===== src/rtl/core/gda_pkg.sv =====
package gda_pkg;

  // default widths
  localparam int STEP_BITS_DEF = 8;
  localparam int YEAR_BITS_DEF = 16;

  // step register value after reset
  localparam int STEP_RESET = 5;

  // calendar constants
  localparam logic [3:0] MON_JAN = 4'd1;
  localparam logic [3:0] MON_FEB = 4'd2;
  localparam logic [3:0] MON_MAR = 4'd3;
  localparam logic [3:0] MON_APR = 4'd4;
  localparam logic [3:0] MON_MAY = 4'd5;
  localparam logic [3:0] MON_JUN = 4'd6;
  localparam logic [3:0] MON_JUL = 4'd7;
  localparam logic [3:0] MON_AUG = 4'd8;
  localparam logic [3:0] MON_SEP = 4'd9;
  localparam logic [3:0] MON_OCT = 4'd10;
  localparam logic [3:0] MON_NOV = 4'd11;
  localparam logic [3:0] MON_DEC = 4'd12;

  localparam logic [4:0] DAYS_LONG   = 5'd31;
  localparam logic [4:0] DAYS_SHORT  = 5'd30;
  localparam logic [4:0] DAYS_FEB_LP = 5'd29;
  localparam logic [4:0] DAYS_FEB    = 5'd28;
  localparam logic [4:0] DAYS_NONE   = 5'd0;

  // controller to datapath
  typedef struct packed {
    logic capture;   // take the input word into the date registers
    logic check;     // latch the validity flag and load the day counter
    logic step;      // advance the date by one day
    logic load_out;  // move the date into the output register
  } gda_cmd_t;

  // datapath to controller
  typedef struct packed {
    logic date_ok;
    logic cnt_zero;
  } gda_sts_t;

  // length of a month, zero for a month code that is out of range
  function automatic logic [4:0] month_len(input logic [3:0] m, input logic leap);
    logic [4:0] len;
    case (m) inside
      MON_JAN, MON_MAR, MON_MAY, MON_JUL, MON_AUG, MON_OCT, MON_DEC: len = DAYS_LONG;
      MON_APR, MON_JUN, MON_SEP, MON_NOV:                           len = DAYS_SHORT;
      MON_FEB: len = leap ? DAYS_FEB_LP : DAYS_FEB;
      default: len = DAYS_NONE;
    endcase
    return len;
  endfunction

  // inverse of 25 modulo 2^64 by Newton iteration, for elaboration only
  function automatic logic [63:0] inv25();
    logic [63:0] x;
    x = 64'd25;
    for (int i = 0; i < 5; i++) begin
      x = x * (64'd2 - 64'd25 * x);
    end
    return x;
  endfunction

endpackage


===== src/rtl/core/gregorian_date_advance.sv =====
// Gregorian date advance: check a date, then step it forward step_days days.
// The word is captured, the leap flag prepared, the date checked and the day counter
// loaded, then the day-step loop advances one day per cycle and the output register loads;
// a rejected date skips the loop. No new word is taken until the result is loaded, and
// a stalled output holds the finished date in FINISH until the output register is free.
// Reset (rst, synchronous): control idle, output empty, step_days back to 5.
module gregorian_date_advance #(
  parameter int STEP_BITS = gda_pkg::STEP_BITS_DEF,
  parameter int YEAR_BITS = gda_pkg::YEAR_BITS_DEF
) (
  input  logic                 clk,
  input  logic                 rst,
  input  logic                 cfg_we,
  input  logic [STEP_BITS-1:0] cfg_wdata,
  input  logic                 in_valid,
  output logic                 in_stall,
  input  logic [4:0]           day,
  input  logic [3:0]           month,
  input  logic [YEAR_BITS-1:0] year,
  output logic                 out_valid,
  input  logic                 out_stall,
  output logic                 valid_res,
  output logic [4:0]           out_day,
  output logic [3:0]           out_month,
  output logic [YEAR_BITS-1:0] out_year
);

  gda_pkg::gda_cmd_t cmd;
  gda_pkg::gda_sts_t sts;

  // sequencer
  gda_ctrl u_ctrl (
    .clk       (clk),
    .rst       (rst),
    .in_valid  (in_valid),
    .in_stall  (in_stall),
    .out_valid (out_valid),
    .out_stall (out_stall),
    .sts       (sts),
    .cmd       (cmd)
  );

  // date registers, day stepper and output register
  gda_dpath #(
    .STEP_BITS (STEP_BITS),
    .YEAR_BITS (YEAR_BITS)
  ) u_dpath (
    .clk       (clk),
    .rst       (rst),
    .cfg_we    (cfg_we),
    .cfg_wdata (cfg_wdata),
    .day       (day),
    .month     (month),
    .year      (year),
    .cmd       (cmd),
    .sts       (sts),
    .valid_res (valid_res),
    .out_day   (out_day),
    .out_month (out_month),
    .out_year  (out_year)
  );

endmodule


===== src/rtl/core/gda_ctrl.sv =====
module gda_ctrl (
  input  logic              clk,
  input  logic              rst,
  input  logic              in_valid,
  output logic              in_stall,
  output logic              out_valid,
  input  logic              out_stall,
  input  gda_pkg::gda_sts_t sts,
  output gda_pkg::gda_cmd_t cmd
);

  typedef enum logic [2:0] {
    IDLE,
    PREP,
    CHECK,
    STEP,
    FINISH
  } state_t;

  state_t state;
  state_t state_next;
  logic   out_free;

  assign out_free = !out_valid || !out_stall;
  assign in_stall = (state != IDLE);

  // decode commands from the state
  always_comb begin
    cmd          = '0;
    cmd.capture  = (state == IDLE) && in_valid;
    cmd.check    = (state == CHECK);
    cmd.step     = (state == STEP) && !sts.cnt_zero;
    cmd.load_out = (((state == STEP) && sts.cnt_zero) || (state == FINISH)) && out_free;
  end

  // next state
  always_comb begin
    state_next = state;
    case (state)
      IDLE:    if (in_valid) state_next = PREP;
      PREP:    state_next = CHECK;
      CHECK:   state_next = sts.date_ok ? STEP : FINISH;
      STEP: begin
        if (sts.cnt_zero) state_next = out_free ? IDLE : FINISH;
      end
      FINISH:  if (out_free) state_next = IDLE;
      default: state_next = IDLE;
    endcase
  end

  // hold state and the output valid flag
  always_ff @(posedge clk) begin
    if (rst) begin
      state     <= IDLE;
      out_valid <= 1'b0;
    end else begin
      state <= state_next;
      if (cmd.load_out) out_valid <= 1'b1;
      else if (!out_stall) out_valid <= 1'b0;
    end
  end

  // an accepted word always starts the leap preparation cycle
  a_accept_prep: assert property (@(posedge clk) disable iff (rst)
    (in_valid && !in_stall) |=> (state == PREP))
    else $error("accepted word did not start processing");

  // a fresh result only appears from the end of stepping or the wait state
  a_rose_src: assert property (@(posedge clk) disable iff (rst)
    $rose(out_valid) |-> ($past(state) == STEP || $past(state) == FINISH))
    else $error("result raised from an unexpected state");

  // a finished date with the output blocked waits in FINISH
  a_wait_out: assert property (@(posedge clk) disable iff (rst)
    (state == STEP && sts.cnt_zero && out_valid && out_stall) |=> (state == FINISH))
    else $error("finished date dropped while output busy");

endmodule


===== src/rtl/core/gda_dpath.sv =====
module gda_dpath #(
  parameter int STEP_BITS = gda_pkg::STEP_BITS_DEF,
  parameter int YEAR_BITS = gda_pkg::YEAR_BITS_DEF
) (
  input  logic                 clk,
  input  logic                 rst,
  input  logic                 cfg_we,
  input  logic [STEP_BITS-1:0] cfg_wdata,
  input  logic [4:0]           day,
  input  logic [3:0]           month,
  input  logic [YEAR_BITS-1:0] year,
  input  gda_pkg::gda_cmd_t    cmd,
  output gda_pkg::gda_sts_t    sts,
  output logic                 valid_res,
  output logic [4:0]           out_day,
  output logic [3:0]           out_month,
  output logic [YEAR_BITS-1:0] out_year
);

  localparam logic [63:0]          YEAR_MAX = (64'd1 << YEAR_BITS) - 64'd1;
  localparam logic [YEAR_BITS-1:0] INV25    = YEAR_BITS'(gda_pkg::inv25());
  localparam logic [YEAR_BITS-1:0] LIM25    = YEAR_BITS'(YEAR_MAX / 64'd25);

  logic [STEP_BITS-1:0] step_days;
  logic [STEP_BITS-1:0] count;
  logic [4:0]           cur_day;
  logic [3:0]           cur_month;
  logic [YEAR_BITS-1:0] cur_year;
  logic                 leap;
  logic                 date_ok;

  logic [YEAR_BITS-1:0] prod25;
  logic                 div25;
  logic                 leap_next;
  logic [4:0]           len;
  logic                 ok_now;

  // step register
  always_ff @(posedge clk) begin
    if (rst) begin
      step_days <= STEP_BITS'(gda_pkg::STEP_RESET);
    end else if (cfg_we) begin
      step_days <= cfg_wdata;
    end
  end

  // leap flag: divisible by 25 test by modular inverse, registered from the year
  assign prod25    = cur_year * INV25;
  assign div25     = (prod25 <= LIM25);
  assign leap_next = (cur_year[1:0] == 2'd0) && (!div25 || (cur_year[3:0] == 4'd0));

  always_ff @(posedge clk) begin
    leap <= leap_next;
  end

  // range check of the current date
  assign len    = gda_pkg::month_len(cur_month, leap);
  assign ok_now = (len != gda_pkg::DAYS_NONE) && (cur_day != 5'd0) && (cur_day <= len);

  assign sts.date_ok  = ok_now;
  assign sts.cnt_zero = (count == '0);

  // date registers: capture, then advance one day per step
  always_ff @(posedge clk) begin
    if (cmd.capture) begin
      cur_day   <= day;
      cur_month <= month;
      cur_year  <= year;
    end else if (cmd.step) begin
      if (cur_day >= len) begin
        cur_day <= 5'd1;
        if (cur_month >= gda_pkg::MON_DEC) begin
          cur_month <= gda_pkg::MON_JAN;
          cur_year  <= cur_year + YEAR_BITS'(1);
        end else begin
          cur_month <= cur_month + 4'd1;
        end
      end else begin
        cur_day <= cur_day + 5'd1;
      end
    end
  end

  // day counter and validity flag
  always_ff @(posedge clk) begin
    if (cmd.check) begin
      count   <= step_days;
      date_ok <= ok_now;
    end else if (cmd.step) begin
      count <= count - STEP_BITS'(1);
    end
  end

  // output register
  always_ff @(posedge clk) begin
    if (cmd.load_out) begin
      valid_res <= date_ok;
      out_day   <= cur_day;
      out_month <= cur_month;
      out_year  <= cur_year;
    end
  end

  // stepping only ever runs on a date in range
  a_step_range: assert property (@(posedge clk) disable iff (rst)
    cmd.step |-> (cur_month >= gda_pkg::MON_JAN && cur_month <= gda_pkg::MON_DEC &&
                  cur_day != 5'd0 && cur_day <= len))
    else $error("stepping a date out of range");

endmodule


===== config.mk =====
export PLATFORM = sky130hd
export DESIGN_NAME = gregorian_date_advance
export DESIGN_NICKNAME = d
export VERILOG_FILES = /design/src/rtl/core/gda_pkg.sv /design/src/rtl/core/gregorian_date_advance.sv /design/src/rtl/core/gda_ctrl.sv /design/src/rtl/core/gda_dpath.sv
export SDC_FILE = /design/constraint.sdc
export NUM_CORES = 1
export LEC_CHECK = 0
export ABC_AREA = 1
export BUFFER_PORTS_ARGS = -buffer_cell sky130_fd_sc_hd__buf_4
export CAP_MARGIN = 20
export CORE_ASPECT_RATIO = 2
export CORE_UTILIZATION = 40
export DETAILED_ROUTE_END_ITERATION = 10
export MAX_ROUTING_LAYER = met4
export PLACE_DENSITY = 0.64
export SYNTH_ARGS = -nofsm -noshare
export SYNTH_HDL_FRONTEND = slang
export SYNTH_HIERARCHICAL = 1
export SYNTH_SLANG_ARGS = --single-unit

===== constraint.sdc =====
create_clock -name clk -period 4.2 [get_ports clk]
set_input_delay 0.21 -clock clk [delete_from_list [all_inputs] [get_ports clk]]
set_output_delay 0.21 -clock clk [all_outputs]
set_load 0.03 [all_outputs]

==> results.tsv <==
stage	metric	value	unit
clock_network	clkTransAtPathRegs	0.06	ns
synth	synth-compound-area-share	0.0693	
sta	worst_pin_slew	0.518	ns
clock_network	cts_buffers	9	
detailed_routing	drt_pass1_iterations	4	
detailed_routing	wirelength	12.7	mm
placement	pre_cts_ws	-0.0662	ns
placement	dp_hpwl	10.2	mm
critical_path	cp_cell_sequence	buf_6, ha_1, fa_1, ha_1, ha_1, fa_1, ha_1, ha_4, nand2_1, inv_1, nand4_1, nand4_1, nand2_1, nor2_1, nand3_1, nor2_1, a21oi_1	
finish	drive_above_1_share	0.214	
global_route	grt_pass1_wl	20.2	mm
detailed_routing	route.vias.total	4197	
critical_path	crit_buf_inv	2	
synth	ys_warn_count	6	
finish	layout_commonest_cell	nand2_1	
synth	syn_inst	582	
critical_path	crit_required	4.41	ns
global_route	grt_max_degree	36	
clock_network	clock_latency	0.33	ns
clock_network	htree_levels	3	
worst_hold_path	hp-class	input port to flip-flop	
synth	synthSimpleGateAreaFrac	0.188	
critical_path	path_common_cell	ha_1	
synth	synthArstFlopShare	0	
critical_path	worst-endpoint-arrival	4.28	ns
synth	synth_area	5350	um^2
finish	syn_to_final_growth	25.0	%
clock_network	clockBufferDepth	2	
critical_path	worstPathMaxFanout	7	
synth	yosysUniqueCellTypes	42	
global_route	gr-usage-all-layers	0.194	
synth	synth_mux_area_frac	0	
synth	synth_edf_count	60	
finish	fin_util	0.514	
clock_network	cts_root_buffer	clkbuf_16	
sta	relSlewSlack	0.652	
synth	ys_ff_latch	73	
die	die_h	166	um
placement	io_buffers	65	
job	maxCapViolCount	0	
sta	finalSetupViolCount	0	
sta	fin_skew	0.00931	ns
finish	nNetsFinal	804	
clock_network	tritoncts	done	
global_route	grt_antenna_before_repair	0	
finish	insertedDiodeCount	0	
placement	routabilityCongestion	0.941	
detailed_routing	via_per_inst	5.06	
detailed_routing	dr.first_iter.drc_count	146	
sta	fin_ws	0.129	ns
critical_path	path_delay_family	adder cells	
clock_network	cts_sinks	73	
die	rows	59	
sta	layout_worst_path_cycle_share	0.969	
critical_path	end_kind	flip-flop	
synth	synth_fp_nets	714	
clock_network	cts_hold_buf	0	
critical_path	max_stage_delay	0.50	ns
critical_path	crit_type	flip-flop to flip-flop	
synth	synth_top_family_by_area	adder cells	
die	pin_count	66	
global_route	grt_remaining_overflow	0	
synth	synth_xor_area_frac	0.0311	
finish	most-common-layout-cells	nand2_1 (104), inv_1 (100), buf_4 (85)	
detailed_routing	ant_nets	0	
synth	synth_top_flop_cell	edfxtp_1	
critical_path	critical_path.slowest_cell	fa_1	
synth	post_synth.cell_area_avg	9.19	um^2
die	core	13000	um^2
synth	yosys.area_share.adder	0.245	
die	die_x	83.8	um
outcome	status	finished clean	
synth	synth_seq_area_share	0.386	
die	start_util	0.411	
critical_path	start_kind	flip-flop	
detailed_routing	wl_per_cell	15.3	um
sta	fin_crit	4.07	ns
global_route	grt_pass1_vias	4387	
sta	setup_tns	0	ns
sta	drv_slew	0	
sta	max_freq	246	MHz
sta	hold_violations	0	
die	dieArea	13900	um^2
detailed_routing	drc	0	
[final timing paths]
kind | startpoint | endpoint | slack, ns | cells past startpoint
worst min register to register | u_dpath/date_ok | u_dpath/valid_res | 0.42 | 0
worst max-delay path | u_dpath/cur_year[8] | u_dpath/leap | 0.13 | 17
worst max register to register | u_dpath/cur_year[8] | u_dpath/leap | 0.13 | 17
worst min-delay path | cfg_wdata[2] | u_dpath/step_days[2] | 0.10 | 3
[cell families after synthesis]
| group | Yosys count |
|---|---|
| flops | 73 |
| compound gates | 66 |
| fa+ha+maj | 94 |
| simple gates | 216 |
| xor+xnor | 19 |
| buf+inv | 114 |
[tightest hold or removal path, stage by stage]
cell and delay [ns]:
buf_4 0.08, nand2_1 0.04, nand3_1 0.07
[per-layer routing]
| metal | track usage | wire [um] | vias to the layer above |
|---|---|---|---|
| met4 | 0.131 | 732 | 0 |
| met5 | - | 0 | - |
| li1 | - | - | 2090 |
| met3 | 0.0219 | 374 | 39 |
| met1 | 0.172 | 4360 | 1964 |
| met2 | 0.377 | 7200 | 104 |
[Yosys cell counts (2+ instances only)]
cell type    n  share of area
a21oi_1     16          0.015
nand3_1     30          0.028
o21ai_0     30          0.028
inv_1      101          0.071
o21ai_1      3         0.0028
nand2_1    104          0.073
inv_2        5         0.0035
a21o_1       2         0.0028
nor2_4       4         0.0084
ha_1        76           0.18
dfxtp_1     13          0.049
nor3_1       4         0.0037
nor2_1      46          0.032
clkbuf_1     6         0.0042
nand3b_1     2         0.0028
nand3_2      4         0.0075
nor2_2       3         0.0035
xnor2_1      8          0.013
nand2_2      4         0.0047
or2_2        2         0.0023
edfxtp_1    60           0.34
fa_1        18          0.067
nand4_1      6         0.0070
a31oi_1      5         0.0059
a22o_1       3         0.0049
xor2_1      11          0.018
[cell type report]
type,instances,area (um^2)
fillers,1207,6310
repair buffers,87,661
inverters,106,398
multi-input cells,395,2990
flip-flops and latches,73,2060
clock inverters,6,154
well taps,152,190
clock buffers,10,229
[through the flow]
stage / instance area [um^2] / hold slack [ns] / instances
6_report: 6680 / 0.104 / 829
5_1_grt: 6680 / 0.117 / 829
4_1_cts: 6530 / 0.0987 / 827
3_5_place_dp: 6140 / 0.418 / 810
3_3_place_gp: 6140 / 0.404 / 810
2_1_floorplan: 5350 / 0.336 / 582
[timing repair]
item	in CTS	in global routing
setup buffers	1	2
gates resized for setup	2	18
pin swaps	0	13
endpoints found under the setup margin	1	1
[registers in the layout, indices dropped and copies added, names as in the netlist]
name,count
u_dpath/out_month,4
u_dpath/cur_year,16
u_ctrl/state,3
u_dpath/valid_res,1
u_dpath/leap,1
u_ctrl/out_valid,1
u_dpath/out_day,5
u_dpath/count,8
u_dpath/step_days,8
u_dpath/cur_month,4
u_dpath/out_year,16
u_dpath/date_ok,1
u_dpath/cur_day,5
Power is not shown: default switching activity piles up to over one toggle a cycle in this logic, so the estimate is an artifact.
